--- src/hdl/owtr_pkg.sv ---
// Package with the shared types, constants and helper functions of the one-wire temperature reader.
`default_nettype none
package owtr_pkg;

    localparam int WAIT_COUNTER_BITS = 20;
    localparam int DUR_W = 20;
    localparam logic [32:0] CNT_MAX = (33'd1 << WAIT_COUNTER_BITS) - 33'd1;

    localparam logic [DUR_W-1:0] RD_LOW_TIME    = DUR_W'(1);
    localparam logic [DUR_W-1:0] RD_SAMPLE_TIME = DUR_W'(10);
    localparam logic [DUR_W-1:0] RD_REST_TIME   = DUR_W'(50);
    localparam logic [DUR_W-1:0] ONE_TICK       = DUR_W'(1);

    localparam logic [7:0] CMD_SKIP_ROM = 8'hCC;
    localparam logic [7:0] CMD_CONVERT  = 8'h44;
    localparam logic [7:0] CMD_READ_PAD = 8'hBE;

    localparam logic [9:0] RESET_TIME_INIT    = 10'd480;
    localparam logic [7:0] PRESENCE_WAIT_INIT = 8'd60;
    localparam logic [7:0] SLOT_TIME_INIT     = 8'd60;
    localparam logic [19:0] CONV_WAIT_INIT    = 20'd750000;

    localparam logic [1:0] REG_RESET_TIME    = 2'd0;
    localparam logic [1:0] REG_PRESENCE_WAIT = 2'd1;
    localparam logic [1:0] REG_SLOT_TIME     = 2'd2;
    localparam logic [1:0] REG_CONV_WAIT     = 2'd3;

    localparam logic [2:0] STEP_CONVERT = 3'd2;
    localparam logic [2:0] STEP_LOW     = 3'd4;
    localparam logic [2:0] STEP_HIGH    = 3'd5;
    localparam logic [2:0] LAST_BIT     = 3'd7;

    typedef enum logic [9:0] {
        PH_IDLE     = 10'b00_0000_0001,
        PH_RST_LOW  = 10'b00_0000_0010,
        PH_RST_WAIT = 10'b00_0000_0100,
        PH_RST_REC  = 10'b00_0000_1000,
        PH_WR_LOW   = 10'b00_0001_0000,
        PH_WR_HIGH  = 10'b00_0010_0000,
        PH_RD_LOW   = 10'b00_0100_0000,
        PH_RD_WAIT  = 10'b00_1000_0000,
        PH_RD_REST  = 10'b01_0000_0000,
        PH_CONV     = 10'b10_0000_0000
    } phase_t;

    typedef struct packed {
        logic [9:0]  reset_time;
        logic [7:0]  presence_wait;
        logic [7:0]  slot_time;
        logic [19:0] conversion_wait;
    } cfg_t;

    typedef struct packed {
        logic        drive_low;
        logic        busy_res;
        logic        done_res;
        logic        present;
        logic [15:0] temperature;
    } result_t;

    // Zero counts as one tick; long durations saturate at the counter range.
    function automatic logic [WAIT_COUNTER_BITS-1:0] sat_dur(input logic [DUR_W-1:0] d);
        logic [32:0] wide;
        wide = {{(33-DUR_W){1'b0}}, d};
        if (wide == 33'd0)
        begin
            wide = 33'd1;
        end
        if (wide > CNT_MAX)
        begin
            wide = CNT_MAX;
        end
        return wide[WAIT_COUNTER_BITS-1:0];
    endfunction

    // Command sequence: skip-ROM, convert, skip-ROM, read scratchpad.
    function automatic logic cmd_bit(input logic [2:0] step, input logic [2:0] bit_idx);
        logic [7:0] cmd;
        case (step[1:0])
            2'd0:    cmd = CMD_SKIP_ROM;
            2'd1:    cmd = CMD_CONVERT;
            2'd2:    cmd = CMD_SKIP_ROM;
            default: cmd = CMD_READ_PAD;
        endcase
        return cmd[bit_idx];
    endfunction

endpackage
`default_nettype wire

--- src/hdl/owtr_seq.sv ---
// Bus sequencer: phase state, timing counter and the bit and byte shifting of one read.
`default_nettype none
module owtr_seq (
    input  wire                  clk,
    input  wire                  rst_n,
    input  wire                  step_en,
    input  wire                  kind,
    input  wire                  level,
    input  wire owtr_pkg::cfg_t  cfg,
    output owtr_pkg::result_t    result
);

    owtr_pkg::phase_t phase_reg, phase_next;
    logic [owtr_pkg::WAIT_COUNTER_BITS-1:0] time_count_reg, time_count_next;
    logic [2:0]  bit_index_reg, bit_index_next;
    logic [2:0]  byte_step_reg, byte_step_next;
    logic [7:0]  shift_byte_reg, shift_byte_next;
    logic [7:0]  low_byte_reg, low_byte_next;
    logic        present_reg, present_next;
    logic [15:0] temp_hold_reg, temp_hold_next;

    logic        drive;
    logic        done;
    logic [2:0]  step_inc;
    logic [owtr_pkg::DUR_W-1:0] slot_dur;
    logic [owtr_pkg::DUR_W-1:0] presence_dur;
    logic [owtr_pkg::DUR_W-1:0] reset_dur;

    function automatic logic drive_of(input owtr_pkg::phase_t ph);
        return (ph == owtr_pkg::PH_RST_LOW) || (ph == owtr_pkg::PH_WR_LOW)
            || (ph == owtr_pkg::PH_RD_LOW);
    endfunction

    assign slot_dur     = {{(owtr_pkg::DUR_W-8){1'b0}}, cfg.slot_time};
    assign presence_dur = {{(owtr_pkg::DUR_W-8){1'b0}}, cfg.presence_wait};
    assign reset_dur    = {{(owtr_pkg::DUR_W-10){1'b0}}, cfg.reset_time};
    assign step_inc     = byte_step_reg + 3'd1;

    always_comb
    begin
        phase_next      = phase_reg;
        time_count_next = time_count_reg;
        bit_index_next  = bit_index_reg;
        byte_step_next  = byte_step_reg;
        shift_byte_next = shift_byte_reg;
        low_byte_next   = low_byte_reg;
        present_next    = present_reg;
        temp_hold_next  = temp_hold_reg;
        drive           = 1'b0;
        done            = 1'b0;

        if (kind)
        begin
            if (phase_reg == owtr_pkg::PH_IDLE)
            begin
                byte_step_next  = 3'd0;
                bit_index_next  = 3'd0;
                shift_byte_next = 8'd0;
                low_byte_next   = 8'd0;
                present_next    = 1'b0;
                temp_hold_next  = 16'd0;
                phase_next      = owtr_pkg::PH_RST_LOW;
                time_count_next = owtr_pkg::sat_dur(reset_dur);
                drive           = 1'b1;
            end
            else
            begin
                drive = drive_of(phase_reg);
            end
        end
        else if (phase_reg != owtr_pkg::PH_IDLE)
        begin
            drive = drive_of(phase_reg);
            if (time_count_reg > owtr_pkg::WAIT_COUNTER_BITS'(1))
            begin
                time_count_next = time_count_reg - owtr_pkg::WAIT_COUNTER_BITS'(1);
            end
            else
            begin
                unique case (phase_reg)
                    owtr_pkg::PH_RST_LOW:
                    begin
                        phase_next      = owtr_pkg::PH_RST_WAIT;
                        time_count_next = owtr_pkg::sat_dur(presence_dur);
                    end
                    owtr_pkg::PH_RST_WAIT:
                    begin
                        if (byte_step_reg == 3'd0)
                        begin
                            present_next = ~level;
                        end
                        phase_next      = owtr_pkg::PH_RST_REC;
                        time_count_next = owtr_pkg::sat_dur(reset_dur);
                    end
                    owtr_pkg::PH_RST_REC:
                    begin
                        if (byte_step_reg == 3'd0 && !present_reg)
                        begin
                            done = 1'b1;
                        end
                        else
                        begin
                            bit_index_next  = 3'd0;
                            phase_next      = owtr_pkg::PH_WR_LOW;
                            time_count_next = owtr_pkg::sat_dur(
                                owtr_pkg::cmd_bit(byte_step_reg, 3'd0) ?
                                owtr_pkg::ONE_TICK : slot_dur);
                        end
                    end
                    owtr_pkg::PH_WR_LOW:
                    begin
                        phase_next      = owtr_pkg::PH_WR_HIGH;
                        time_count_next = owtr_pkg::sat_dur(
                            owtr_pkg::cmd_bit(byte_step_reg, bit_index_reg) ?
                            slot_dur : owtr_pkg::ONE_TICK);
                    end
                    owtr_pkg::PH_WR_HIGH:
                    begin
                        if (bit_index_reg != owtr_pkg::LAST_BIT)
                        begin
                            bit_index_next  = bit_index_reg + 3'd1;
                            phase_next      = owtr_pkg::PH_WR_LOW;
                            time_count_next = owtr_pkg::sat_dur(
                                owtr_pkg::cmd_bit(byte_step_reg, bit_index_reg + 3'd1) ?
                                owtr_pkg::ONE_TICK : slot_dur);
                        end
                        else
                        begin
                            bit_index_next = 3'd0;
                            byte_step_next = step_inc;
                            if (step_inc == owtr_pkg::STEP_CONVERT)
                            begin
                                phase_next      = owtr_pkg::PH_CONV;
                                time_count_next = owtr_pkg::sat_dur(cfg.conversion_wait);
                            end
                            else if (step_inc >= owtr_pkg::STEP_LOW)
                            begin
                                byte_step_next  = owtr_pkg::STEP_LOW;
                                shift_byte_next = 8'd0;
                                phase_next      = owtr_pkg::PH_RD_LOW;
                                time_count_next = owtr_pkg::sat_dur(owtr_pkg::RD_LOW_TIME);
                            end
                            else
                            begin
                                phase_next      = owtr_pkg::PH_WR_LOW;
                                time_count_next = owtr_pkg::sat_dur(
                                    owtr_pkg::cmd_bit(step_inc, 3'd0) ?
                                    owtr_pkg::ONE_TICK : slot_dur);
                            end
                        end
                    end
                    owtr_pkg::PH_CONV:
                    begin
                        phase_next      = owtr_pkg::PH_RST_LOW;
                        time_count_next = owtr_pkg::sat_dur(reset_dur);
                    end
                    owtr_pkg::PH_RD_LOW:
                    begin
                        phase_next      = owtr_pkg::PH_RD_WAIT;
                        time_count_next = owtr_pkg::sat_dur(owtr_pkg::RD_SAMPLE_TIME);
                    end
                    owtr_pkg::PH_RD_WAIT:
                    begin
                        if (level)
                        begin
                            shift_byte_next[bit_index_reg] = 1'b1;
                        end
                        phase_next      = owtr_pkg::PH_RD_REST;
                        time_count_next = owtr_pkg::sat_dur(owtr_pkg::RD_REST_TIME);
                    end
                    owtr_pkg::PH_RD_REST:
                    begin
                        if (bit_index_reg != owtr_pkg::LAST_BIT)
                        begin
                            bit_index_next  = bit_index_reg + 3'd1;
                            phase_next      = owtr_pkg::PH_RD_LOW;
                            time_count_next = owtr_pkg::sat_dur(owtr_pkg::RD_LOW_TIME);
                        end
                        else
                        begin
                            bit_index_next = 3'd0;
                            if (byte_step_reg == owtr_pkg::STEP_LOW)
                            begin
                                low_byte_next   = shift_byte_reg;
                                shift_byte_next = 8'd0;
                                byte_step_next  = owtr_pkg::STEP_HIGH;
                                phase_next      = owtr_pkg::PH_RD_LOW;
                                time_count_next = owtr_pkg::sat_dur(owtr_pkg::RD_LOW_TIME);
                            end
                            else
                            begin
                                temp_hold_next = {shift_byte_reg, low_byte_reg};
                                done           = 1'b1;
                            end
                        end
                    end
                    default:
                    begin
                        done = 1'b1;
                    end
                endcase
                if (done)
                begin
                    phase_next      = owtr_pkg::PH_IDLE;
                    time_count_next = '0;
                end
            end
        end
    end

    always_comb
    begin
        result.drive_low   = drive;
        result.busy_res    = (phase_next != owtr_pkg::PH_IDLE);
        result.done_res    = done;
        result.present     = present_next;
        result.temperature = (done && present_next) ? temp_hold_next : 16'd0;
    end

    always_ff @(posedge clk or negedge rst_n)
    begin
        if (!rst_n)
        begin
            phase_reg      <= owtr_pkg::PH_IDLE;
            time_count_reg <= '0;
            bit_index_reg  <= 3'd0;
            byte_step_reg  <= 3'd0;
            shift_byte_reg <= 8'd0;
            low_byte_reg   <= 8'd0;
            present_reg    <= 1'b0;
            temp_hold_reg  <= 16'd0;
        end
        else if (step_en)
        begin
            phase_reg      <= phase_next;
            time_count_reg <= time_count_next;
            bit_index_reg  <= bit_index_next;
            byte_step_reg  <= byte_step_next;
            shift_byte_reg <= shift_byte_next;
            low_byte_reg   <= low_byte_next;
            present_reg    <= present_next;
            temp_hold_reg  <= temp_hold_next;
        end
    end

endmodule
`default_nettype wire

--- src/hdl/one_wire_temperature_reader.sv ---
// Top level of the one-wire temperature reader: configuration registers and stream handshake.
//
//  channel   direction  tdata                                   tuser / tlast
//  s_*       in         [0] bus_level                           tuser[0] kind
//  m_*       out        [0] drive_low [1] busy_res [2] present  tlast done_res
//                       [18:3] temperature
//  cfg_*     in         write enable, register index, data      -
//
// On each accepted input transaction the sequencer updates its state and the
// result is captured in the output register, so one item can be accepted
// every clock while the output side keeps up. A stalled result holds the
// output register and input is paused only while it cannot be replaced.
// Reset is asynchronous and active low; configuration returns to its defaults.
`default_nettype none
module one_wire_temperature_reader (
    input  wire         clk,
    input  wire         rst_n,
    input  wire         s_tvalid,
    output logic        s_tready,
    input  wire  [7:0]  s_tdata,   // [0] bus_level, [7:1] zero
    input  wire  [0:0]  s_tuser,   // [0] kind
    output logic        m_tvalid,
    input  wire         m_tready,
    output logic [23:0] m_tdata,   // [0] drive_low, [1] busy_res, [2] present,
                                   // [18:3] temperature, [23:19] zero
    output logic        m_tlast,   // done_res
    input  wire         cfg_we,
    input  wire  [1:0]  cfg_addr,
    input  wire  [19:0] cfg_wdata
);

    owtr_pkg::cfg_t    cfg_reg;
    owtr_pkg::result_t result;
    logic              accept;
    logic              m_valid_reg;
    logic [23:0]       m_data_reg;
    logic              m_last_reg;

    assign s_tready = !m_valid_reg || m_tready;
    assign accept   = s_tvalid && s_tready;
    assign m_tvalid = m_valid_reg;
    assign m_tdata  = m_data_reg;
    assign m_tlast  = m_last_reg;

    always_ff @(posedge clk or negedge rst_n)
    begin
        if (!rst_n)
        begin
            cfg_reg.reset_time      <= owtr_pkg::RESET_TIME_INIT;
            cfg_reg.presence_wait   <= owtr_pkg::PRESENCE_WAIT_INIT;
            cfg_reg.slot_time       <= owtr_pkg::SLOT_TIME_INIT;
            cfg_reg.conversion_wait <= owtr_pkg::CONV_WAIT_INIT;
        end
        else if (cfg_we)
        begin
            unique case (cfg_addr)
                owtr_pkg::REG_RESET_TIME:    cfg_reg.reset_time      <= cfg_wdata[9:0];
                owtr_pkg::REG_PRESENCE_WAIT: cfg_reg.presence_wait   <= cfg_wdata[7:0];
                owtr_pkg::REG_SLOT_TIME:     cfg_reg.slot_time       <= cfg_wdata[7:0];
                owtr_pkg::REG_CONV_WAIT:     cfg_reg.conversion_wait <= cfg_wdata;
                default:                     cfg_reg                 <= cfg_reg;
            endcase
        end
    end

    owtr_seq u_seq (
        .clk     (clk),
        .rst_n   (rst_n),
        .step_en (accept),
        .kind    (s_tuser[0]),
        .level   (s_tdata[0]),
        .cfg     (cfg_reg),
        .result  (result)
    );

    always_ff @(posedge clk or negedge rst_n)
    begin
        if (!rst_n)
        begin
            m_valid_reg <= 1'b0;
        end
        else if (accept)
        begin
            m_valid_reg <= 1'b1;
        end
        else if (m_tready)
        begin
            m_valid_reg <= 1'b0;
        end
    end

    always_ff @(posedge clk)
    begin
        if (accept)
        begin
            m_data_reg <= {5'd0, result.temperature, result.present,
                           result.busy_res, result.drive_low};
            m_last_reg <= result.done_res;
        end
    end

endmodule
`default_nettype wire

--- config.mk ---
export PLATFORM = sky130hd
export DESIGN_NAME = one_wire_temperature_reader
export DESIGN_NICKNAME = d
export VERILOG_FILES = /design/src/hdl/owtr_pkg.sv /design/src/hdl/owtr_seq.sv /design/src/hdl/one_wire_temperature_reader.sv
export SDC_FILE = /design/constraint.sdc
export NUM_CORES = 1
export LEC_CHECK = 0
export ABC_CLOCK_PERIOD_IN_PS = 7600
export BUFFER_PORTS_ARGS = -buffer_cell sky130_fd_sc_hd__buf_2
export CAP_MARGIN = 25
export CELL_PAD_IN_SITES_DETAIL_PLACEMENT = 0
export CELL_PAD_IN_SITES_GLOBAL_PLACEMENT = 1
export CORE_MARGIN = 2
export CORE_UTILIZATION = 40
export DETAILED_ROUTE_END_ITERATION = 10
export PLACE_DENSITY_LB_ADDON = 0.1
export RECOVER_POWER = 100
export SLEW_MARGIN = 10
export SYNTH_ARGS = -nofsm -noshare
export SYNTH_HDL_FRONTEND = slang
export SYNTH_SLANG_ARGS = --single-unit
--- constraint.sdc ---
create_clock -name clk -period 7.6 [get_ports clk]
set_input_delay 1.52 -clock clk [delete_from_list [all_inputs] [get_ports clk]]
set_output_delay 1.52 -clock clk [all_outputs]
set_load 0.005 [all_outputs]
; ---- Word level (Yosys, flattened, before mapping)
; Index checks and enable logic that the tools add are counted.
[totals]
register_bits = 136
wordCells = 280
[classes]
n_addsub = 3
n_lt_le_gt_ge = 14
eq_ne = 32
n_mux = 174
bitwise = 2
reduce_logical = 39
[op_table]
columns = cell, count
row1 = $mux W33, 41
row2 = $mux W20, 25
row3 = $gt A33 B20 Y1 const B, 9
row4 = $mux W8, 30
row5 = $pmux W20 S9, 1
row6 = $logic_not A20 Y1, 7
row7 = $mux W16, 7
row8 = $mux W10, 11
row9 = $pmux W10 S9, 1
row10 = $mux W3, 14
row11 = $mux W1, 35
row12 = $pmux W8 S3, 1
row13 = $gt A20 B1 Y1 const B, 1
row14 = $ne A10 B1 Y1 const B, 2
row15 = $sub A20 B1 Y20 const B, 1
row16 = $ne A3 B3 Y1 const B, 6
row17 = $pmux W8 S2, 1
row18 = $pmux W3 S2, 2
row19 = $reduce_and A6 Y1, 2
row20 = $reduce_bool A12 Y1, 1
row21 = $reduce_and A11 Y1, 1
row22 = $eq A10 B1 Y1 const B, 1
row23 = $eq A10 B10 Y1 const B, 1
row24 = $eq A10 B2 Y1 const B, 1
row25 = other kinds (39), 62

; ---- Longest topological paths before layout
; Gate-level depths: netlist of the first run.
[logic_depth]
ltp_word = 29
depth_mapped = 13
depth_no_buf = 11

; ---- Cells and area by module
; Synthesis of the first run repeated with hierarchy kept, for this count alone.
[unflattened]
cells_unflattened = 821
area_unflattened_um2 = 7726.2
[by_module_without_submodules]
columns = mod, n_inst, cells_per_inst, area_each_um2, seq_area_each_um2
row1 = owtr_seq, 1, 692, 5261.3, 1727.9
row2 = one_wire_temperature_reader, 1, 129, 2464.9, 1804.2

; ---- Worst setup path after synthesis of the first run
; OpenSTA, ideal clock, no wires.
[synth_path]
kind = input port to flip-flop
from = input s_tuser
to = register u_seq.shift_byte_reg[0]
setup_ns = 0.126
arrival_time_ns = 3.951
required_time_ns = 7.474
setup_slack_ns = 3.523
cell_stages = 12
cell_sequence = clkbuf_1 -> inv_1 -> clkbuf_1 -> clkbuf_1 -> ha_1 -> nor2_1 -> and3_1 -> clkbuf_1 -> o21ai_0 -> a2111oi_2 -> a22o_1 -> nor2_1
[synth_between]
elab_chain_len = 2
word_cells_on_any_way = 12
cone_classes = eq/ne: 8 / mux: 1 / reduce/logical: 3
[synth_lines]
columns = item, line
row1 = start: declaration, one_wire_temperature_reader.sv:21  ; input wire [0:0] s_tuser,
row2 = $ne A3 B3 Y1 (no source line) (tied with other cells), -
row3 = $reduce_and A11 Y1 (no source line), -
row4 = end signal: assignment, owtr_seq.sv:239  ; shift_byte_reg <= shift_byte_next;
row5 = end: declaration, owtr_seq.sv:17  ; logic [7:0] shift_byte_reg, shift_byte_next;
; Parallel ways exist; a longest one is shown, timed or not.
; A chain may end at the register's enable or synchronous reset.

; ---- Final worst setup path of the first run
[layout_path]
from = input s_tuser
to = register u_seq.shift_byte_reg[6]
; The elaborated chain is that of the path after synthesis.

==> results of run 1 <==
metrics by stage:
stage          instances   util
6_report            1071  0.464
5_1_grt             1071  0.464
4_1_cts             1067  0.465
3_5_place_dp        1035  0.433
3_3_place_gp        1034  0.432
2_1_floorplan        788      -
path summary, 6_finish.rpt:
| kind | start | endpoint | slack, ns |
|---|---|---|---|
| worst min-delay path | u_seq.time_count_reg[14] | u_seq.time_count_reg[14] | 0.49 |
| worst max-delay path | s_tuser | u_seq.shift_byte_reg[6] | 1.71 |
| worst min register to register | u_seq.time_count_reg[14] | u_seq.time_count_reg[14] | 0.49 |
| max in group asynchronous | rst_n | u_seq.time_count_reg[11] | 2.28 |
| worst max register to register | u_seq.phase_reg[5] | u_seq.shift_byte_reg[6] | 2.27 |
| min in group asynchronous | rst_n | u_seq.temp_hold_reg[1] | 1.47 |
report_power, final:
group / switching (W) / internal (W)
logic: 0.000200 / 0.000141
registers: 0.000105 / 0.000838
clock network: 0.000351 / 0.000513
worst max-delay path: stages:
cell and delay, ns:
clkbuf_1 0.98, inv_1 0.16, ha_1 0.26, nor2_1 0.11, and3_1 0.77, o21ai_0 0.25
a2111oi_0 1.57, a22o_1 0.48, nor2_1 0.09
logic make-up (layout without fill, tap and decap cells):
group                      after synthesis  after routing
adders and majority gates               10             10
buffers and inverters                   82            131
xor gates and xnor gates                11             11
AOI/OAI and AO/OA                      221            221
muxes                                   71             71
DFF                                    136            136
other                                    1              5
and+or+nand+nor                        252            252
cell type report:
cell class | count | share of cell area
clock buffer | 19 | 0.0522
sequential | 136 | 0.406
clock inverter | 13 | 0.0178
tap | 234 | 0.0336
multi-input combinational | 570 | 0.439
timing repair buffer | 66 | 0.0378
inverter | 33 | 0.0142
cells in the final DEF, fill, tap and decap left out, types with 6 or more instances in the layout:
master / netlist / final
dfrtp_1: 93 / 93
a22oi_1: 33 / 33
nor3_1: 40 / 40
o21ai_0: 68 / 70
nand3b_1: 7 / 7
dfstp_2: 23 / 23
o22ai_1: 6 / 6
o31ai_1: 11 / 11
nand4_1: 16 / 16
mux2i_1: 8 / 8
mux2_2: 63 / 63
ha_1: 10 / 10
inv_6: 0 / 6
a211oi_1: 7 / 7
a31oi_1: 8 / 8
buf_4: 5 / 7
a21oi_1: 26 / 26
nor2b_1: 13 / 13
nand2_1: 60 / 60
nor2_1: 42 / 42
nand3_1: 19 / 19
a22o_1: 17 / 17
nor4_1: 18 / 18
inv_1: 32 / 33
edfxtp_1: 20 / 20
clkbuf_16: 0 / 18
clkbuf_1: 33 / 21
buf_2: 4 / 36
xnor2_1: 7 / 7
layer usage:
metal / part of all wire / global-route usage
met5: 0 / 0
met4: 0.022 / 0.0860
met3: 0.045 / 0.0329
met2: 0.48 / 0.380
met1: 0.45 / 0.307
==> impl_metrics.tcl, run 1 <==
set metrics [dict create \
    start_kind "primary input" \
    antenna_cells 0 \
    via_per_inst 6.11 \
    violations "max-capacitance violations, max-slew violations" \
    clk_pin_slew_ns 0.06 \
    synth_area_um2 7700 \
    globalplace.congestion 0.916 \
    holdWs_ns 0.487 \
    synth_compound_area_frac 0.191 \
    rsz0062_at_grt "no" \
    drv_slew 82 \
    htree_levels 4 \
    synth-seq-cells 136 \
    yosysSeqAreaShare 0.459 \
    cts_tree "yes" \
    worstMarginPinSlew_ns 2.48 \
    leakagePower_nw 3.45 \
    fin_skew_ns 0.00695 \
    drt_iter0_markers 527 \
    rr_worst_depth 10 \
    finalHoldViolations 0 \
    final_area_um2 8710 \
    synthMuxAreaShare 0.103 \
    synth_flop_cell "dfrtp_1" \
    layout.nets 870 \
    setup_viol 0 \
    final.period_utilization 0.775 \
    postRouteAntennaNets 0 \
    synth_top_family_by_area "compound AO/OA/AOI/OAI gates" \
    worstPathRequired_ns 7.90 \
    cts_resized 0 \
    cts_root_buf "clkbuf_16" \
    period_minus_slack_ns 5.89 \
    overflow 0 \
    synthTopCellsByArea "dfrtp_1, mux2_2, dfstp_2" \
    io_pins 63 \
    die_x_um 143 \
    synth_cell_types 66 \
    synthSimpleGateAreaFrac 0.171 \
    synth-edff-count 20 \
    synth_top_area_share 0.302 \
    pre_cts_slack_ns 2.74 \
    avgRoutedWirePerCell_um 21.1 \
    yosys_warnings 0 \
    vias 6544 \
    synthAdderAreaFrac 0.0163 \
    regArea_um2 3530 \
    yosysTopAreaCell "dfrtp_1" \
    cts_hold_buffers 0 \
    grt_pass1_wl_mm 36.2 \
    area_delta_synth_final_pct 13.1 \
    antenna_found_initial 0 \
    critical_path_peak_fanout 27 \
    synthTopCellsByCount "dfrtp_1, o21ai_0, mux2_2, nand2_1, nor2_1" \
    synth_most_common_cell "dfrtp_1" \
    largest_reg_flops 46 \
    setup_slack_ns 1.71 \
    p_total_w 0.00215 \
    multi_input_area_um2 3820 \
    drc 0 \
    p_per_area_nw_per_um2 247 \
    hold_depth 2 \
    cts.path.max_buffers 2 \
    grt_pass1_vias 6521 \
    end_kind "flop" \
    cts_setup_buffers 0 \
    port_buffers 50 \
    hp-class "reg -> reg" \
    wirelength_mm 22.6 \
    grt_util_all_layers 0.230 \
    drt_first_pass_iters 5 \
    initial_core_util 0.410 \
    coreArea_um2 18800 \
    netlist_instances 784 \
    cts_buffers 17 \
    dieArea_um2 20400 \
    fmax_mhz 170 \
    nFillCells 1824 \
    synth-async-reset-ratio 0.853 \
    place_area_um2 8120 \
    worstPathArrival_ns 6.19 \
    cts_sinks 136 \
    tns_ns 0 \
    die_y_um 143 \
    drive_above_1_share 0.207 \
    num_rows 50 \
    place_hpwl_mm 16.0 \
    critPathKind "in -> reg" \
    status "complete, but fails checks" \
    syn_area_per_cell_um2 9.82 \
    clk_latency_ns 0.42 \
    slew-limit-headroom -0.653 \
    grt_max_degree 71 \
    maxCapViolCount 4 \
    synth_xor_area_frac 0.0125 \
    ir_drop_mv 0.155 \
]
(Power assumes the default switching activity.)
==> run 2, diff against run 1 <==
- ABC_CLOCK_PERIOD_IN_PS: 7600 -> 5850
- clock period: 7.6 -> 5.85 ns (I/O delays scaled with it)
==> impl_metrics.tcl, run 2 (synthesis gave the netlist of run 1 again) <==
set metrics [dict create \
    globalplace.congestion 0.883 \
    fin_skew_ns 0.0127 \
    antenna_found_initial 0 \
    cts_setup_buffers 0 \
    mostFrequentLayoutCells "dfrtp_1, o21ai_0, mux2_2, nand2_1, nor2_1" \
    drt_iter0_markers 364 \
    final.period_utilization 0.793 \
    worstMarginPinSlew_ns 3.41 \
    vias 6522 \
    drive_above_1_share 0.206 \
    critPathKind "reg -> reg" \
    cp_top_family "simple AND/OR/NAND/NOR gates" \
    drv_slew 118 \
    cts_tree "yes" \
    layout.nets 871 \
    antenna_cells 0 \
    utilization 0.464 \
    ir_drop_mv 0.210 \
    cts_root_buf "clkbuf_16" \
    p_total_w 0.00280 \
    postRouteAntennaNets 0 \
    rsz0062_at_grt "no" \
    p_per_area_nw_per_um2 321 \
    period_minus_slack_ns 4.64 \
    timing.critical_path.buf_inv 1 \
    status "complete, but fails checks" \
    htree_levels 4 \
    critical_path_peak_fanout 13 \
    wirelength_mm 22.4 \
    cpPeakStageDelay_ns 1.28 \
    via_per_inst 6.08 \
    path_common_cell "or4_1" \
    nFillCells 1823 \
    cts_buffers 17 \
    grt_pass1_wl_mm 36.1 \
    leakagePower_nw 3.44 \
    avgRoutedWirePerCell_um 20.9 \
    cts_resized 0 \
    area_delta_synth_final_pct 13.1 \
    port_buffers 50 \
    hp-class "reg -> reg" \
    overflow 0 \
    fmax_mhz 216 \
    slew-limit-headroom -1.27 \
    grt_util_all_layers 0.228 \
    drc 0 \
    die_y_um 143 \
    num_rows 50 \
    r2r_slack_ns 1.21 \
    path_cells "or4_1, or4_1, nor4_1, clkbuf_1, mux2_2, a22oi_1, nor3_1" \
    place_hpwl_mm 15.9 \
    violations "max-capacitance violations, max-slew violations" \
    cts.path.max_buffers 2 \
    end_kind "flop" \
    cts_sinks 136 \
    setup_viol 0 \
    layout_commonest_cell "dfrtp_1" \
    drt_first_pass_iters 5 \
    worstPathRequired_ns 6.00 \
    clk_pin_slew_ns 0.06 \
    finalHoldViolations 0 \
    tns_ns 0 \
    slowest_stage "nor4_1" \
    grt_pass1_vias 6492 \
    start_kind "flop" \
    largest_reg_flops 46 \
    cts_hold_buffers 0 \
    worstPathArrival_ns 4.78 \
    io_pins 63 \
    grt_max_degree 70 \
    die_x_um 143 \
    clk_latency_ns 0.43 \
    holdWs_ns 0.511 \
    dieArea_um2 20400 \
    coreArea_um2 18800 \
    initial_core_util 0.410 \
    maxCapViolCount 3 \
]
-- run 2: worst paths after layout --
kind,startpoint,end,depth (start not counted)
max,u_seq.phase_reg[7],m_tdata[18],7
min,u_seq.time_count_reg[14],u_seq.time_count_reg[14],2
max reg2reg,u_seq.phase_reg[7],m_tdata[18],7
min reg2reg,u_seq.time_count_reg[14],u_seq.time_count_reg[14],2
max in group asynchronous,rst_n,u_seq.time_count_reg[0],2
min in group asynchronous,rst_n,u_seq.temp_hold_reg[1],1
-- run 2: report_power, final --
part           leakage (nW)  switching [W]  internal [W]  total, W
combinational          1.49       0.000255      0.000181  0.000436
sequential             1.65       0.000134       0.00109   0.00122
clock                 0.305       0.000460      0.000677   0.00114
-- run 2: worst min-delay path: cells and delay by family, from the launching register on --
kind | cells | cell delay, ns
AO/OA/AOI/OAI | 1 | 0.07
flip-flops | 1 | 0.35
AND/OR/NAND/NOR | 1 | 0.05
-- run 2: area by class of cell --
class	instances	area [um2]	area share
tap	234	293	0.0336
sequential	136	3530	0.406
timing repair buffer	67	334	0.0384
clock inverter	13	155	0.0178
clock buffer	19	464	0.0533
multi-input combinational	570	3800	0.437
inverter	33	124	0.0142
-- run 2: per-stage QoR --
| stage | cells | area, um2 | worst slack (ns) |
|---|---|---|---|
| global placement | 1035 | 8120 | 1.88 |
| detailed placement | 1037 | 8140 | 1.75 |
| CTS | 1069 | 8750 | 1.77 |
| global route | 1072 | 8700 | 0.699 |
| floorplan | 788 | 7710 | 2.12 |
| finish | 1072 | 8700 | 1.21 |
-- run 2: per-layer routing --
metal	vias to the layer above	GRT usage	share of wire
met1	3273	0.303	0.46
met4	0	0.0839	0.021
li1	3030	-	-
met2	189	0.380	0.49
met5	-	0	0
met3	30	0.0329	0.037
==> run 3, diff against run 2 <==
- ABC_AREA: default -> 1
- ABC_CLOCK_PERIOD_IN_PS: 5850 -> 4500
- clock period: 5.85 -> 4.5 ns (I/O delays scaled with it)
==> impl_metrics.tcl, run 3 <==
set metrics [dict create \
    status "complete, but fails checks" \
    violations "max-capacitance violations, max-slew violations" \
    postRouteAntennaNets 0 \
    synth-edff-count 20 \
    grt_use_met2 0.374 \
    fmax_mhz 288 \
    synth_area_um2 8340 \
    drt_first_pass_iters 5 \
    area_delta_synth_final_pct 10.5 \
    layout_commonest_cell "nand2_1" \
    layout.nets 1196 \
    cpPeakStageDelay_ns 0.57 \
    cts_resized 0 \
    via_per_inst 5.10 \
    num_rows 52 \
    start_kind "flop" \
    mostFrequentLayoutCells "nand2_1, nor2_1, inv_1, o21ai_0, dfrtp_1" \
    period_minus_slack_ns 3.48 \
    worstPathArrival_ns 3.66 \
    hp-class "reg -> reg" \
    holdWs_ns 0.482 \
    setup_slack_ns 1.02 \
    cts_hold_buffers 0 \
    cts_buffers 17 \
    htree_levels 4 \
    reg2reg_from "u_seq.bit_index_reg[0]" \
    worstMarginPinSlew_ns 1.98 \
    syn_area_per_cell_um2 7.51 \
    die_y_um 148 \
    netlist_instances 1110 \
    maxCapViolCount 4 \
    setup_viol 0 \
    yosys_warnings 0 \
    worstSetupPathDepth 11 \
    yosysSeqAreaShare 0.423 \
    rr_worst_depth 11 \
    synthTopCellsByArea "dfrtp_1, nand2_1, dfstp_2" \
    place_hpwl_mm 17.1 \
    cts.path.max_buffers 2 \
    finalHoldViolations 0 \
    critical_path_peak_fanout 32 \
    critPathKind "reg -> reg" \
    antenna_cells 0 \
    cts_setup_buffers 0 \
    slew-limit-headroom -0.317 \
    final_cells 1433 \
    die_x_um 148 \
    grt.busiest_layer "met2" \
    coreArea_um2 20400 \
    fin_skew_ns 0.0150 \
    crit_start "u_seq.bit_index_reg[0]" \
    synth-async-reset-ratio 0.853 \
    globalplace.congestion 0.879 \
    cts_root_buf "clkbuf_16" \
    avgRoutedWirePerCell_um 16.3 \
    ir_drop_mv 0.233 \
    drv_slew 166 \
    wirelength_mm 23.3 \
    r2r_end "m_tdata[17]" \
    timing.critical_path.buf_inv 3 \
    cts_tree "yes" \
    use_met3 0.0417 \
    dieArea_um2 22000 \
    p_per_area_nw_per_um2 405 \
    path_cells "ha_1, ha_1, clkbuf_1, inv_1, nor2_1, nand3_1, nor3_4, buf_4, nand3_1, o211ai_1, nor2_1" \
    cts_sinks 136 \
    cp_top_family "buffers and inverters" \
    synth_top_area_share 0.279 \
    r2r_slack_ns 1.02 \
    pre_cts_slack_ns 1.33 \
    overflow 0 \
    p_total_w 0.00373 \
    synth_cell_types 51 \
    post-place-cells 1400 \
    grt_util_all_layers 0.227 \
    clk_latency_ns 0.44 \
    end_kind "flop" \
    drive_above_1_share 0.141 \
    synth_most_common_cell "nand2_1" \
    grt_pass1_vias 7194 \
    synth-seq-cells 136 \
    tns_ns 0 \
    yosysTopAreaCell "dfrtp_1" \
    largest_reg_flops 46 \
    drc 0 \
    leakagePower_nw 4.23 \
    synthTopCellsByCount "nand2_1, nor2_1, inv_1, o21ai_0, dfrtp_1" \
    worstPathRequired_ns 4.68 \
    clk_pin_slew_ns 0.06 \
    grtUsageMet1 0.303 \
    critPathCapture "m_tdata[17]" \
    rsz0062_at_grt "no" \
    drt_iter0_markers 437 \
    port_buffers 50 \
    initial_core_util 0.410 \
    grt_max_degree 67 \
    io_pins 63 \
    grt_pass1_wl_mm 38.7 \
    slowest_stage "clkbuf_1" \
    final.period_utilization 0.773 \
    antenna_found_initial 0 \
    synth_flop_cell "dfrtp_1" \
    vias 7314 \
]
## run 3: cell count changes after synthesis, sizes merged, moves of 17 or more
cell	delta
mux2	-61
nand3	+75
a22oi	-32
nor3	-28
nor2	+99
inv	+94
o21ai	+63
a22o	-17
nor4	-19
o211ai	+23
nand2	+220
## run 3: worst min path at each step
stage / from / to / slack [ns] / cells after the start
after global routing: u_seq.shift_byte_reg[4] / u_seq.shift_byte_reg[4] / 0.52 / 2
after floorplan: cfg_reg[20] / cfg_reg[20] / 0.45 / 2
final: u_seq.shift_byte_reg[7] / u_seq.shift_byte_reg[7] / 0.48 / 2
after global placement: u_seq.shift_byte_reg[5] / u_seq.shift_byte_reg[5] / 0.47 / 2
after CTS: u_seq.shift_byte_reg[7] / u_seq.shift_byte_reg[7] / 0.48 / 2
after detailed placement: u_seq.shift_byte_reg[7] / u_seq.shift_byte_reg[7] / 0.47 / 2
## run 3: layer usage
metal / wire length [um] / share of wire
met3: 885 / 0.038
met1: 10900 / 0.47
met2: 11100 / 0.47
met5: 0 / 0
met4: 483 / 0.021
## run 3: kinds of logic (layout without fill, tap and decap cells)
| logic type | count (synthesis) | after routing | synth area share |
|---|---|---|---|
| AND/OR/NAND/NOR | 560 | 560 | 0.299 |
| AO/OA/AOI/OAI | 214 | 214 | 0.158 |
| buffers and inverters | 175 | 224 | 0.0893 |
| flip-flops | 136 | 136 | 0.423 |
| XOR/XNOR | 12 | 12 | 0.0126 |
| adder cells (fa/ha/maj) | 10 | 10 | 0.0150 |
| multiplexers | 2 | 2 | 0.00270 |
| other | 1 | 5 | 0.000450 |
## run 3: worst min-delay path, cell delays in order, from the launching register on
cell	delay (ns)
dfrtp_1	0.34
nand2_1	0.05
o21ai_0	0.05
## run 3: per-stage QoR
step / util / cell area (um2)
after global routing: 0.452 / 9210
after floorplan: - / 8360
final: 0.452 / 9210
after CTS: 0.460 / 9360
after detailed placement: 0.431 / 8780
after global placement: 0.431 / 8780
## run 3: report_power, final
part	total, W	switching (W)	internal [W]
sequential	0.00157	0.000150	0.00142
clock	0.00139	0.000578	0.000810
combinational	0.000772	0.000518	0.000254
total	0.00373	0.00125	0.00248
## run 3: cell type report
| type | count | area, um2 |
|---|---|---|
| fillers | 2188 | 11200 |
| multi-input cells | 803 | 3960 |
| flip-flops and latches | 136 | 3530 |
| inverters | 128 | 482 |
| clock buffers | 20 | 467 |
| well taps | 270 | 338 |
| repair buffers | 64 | 319 |
| clock inverters | 12 | 116 |
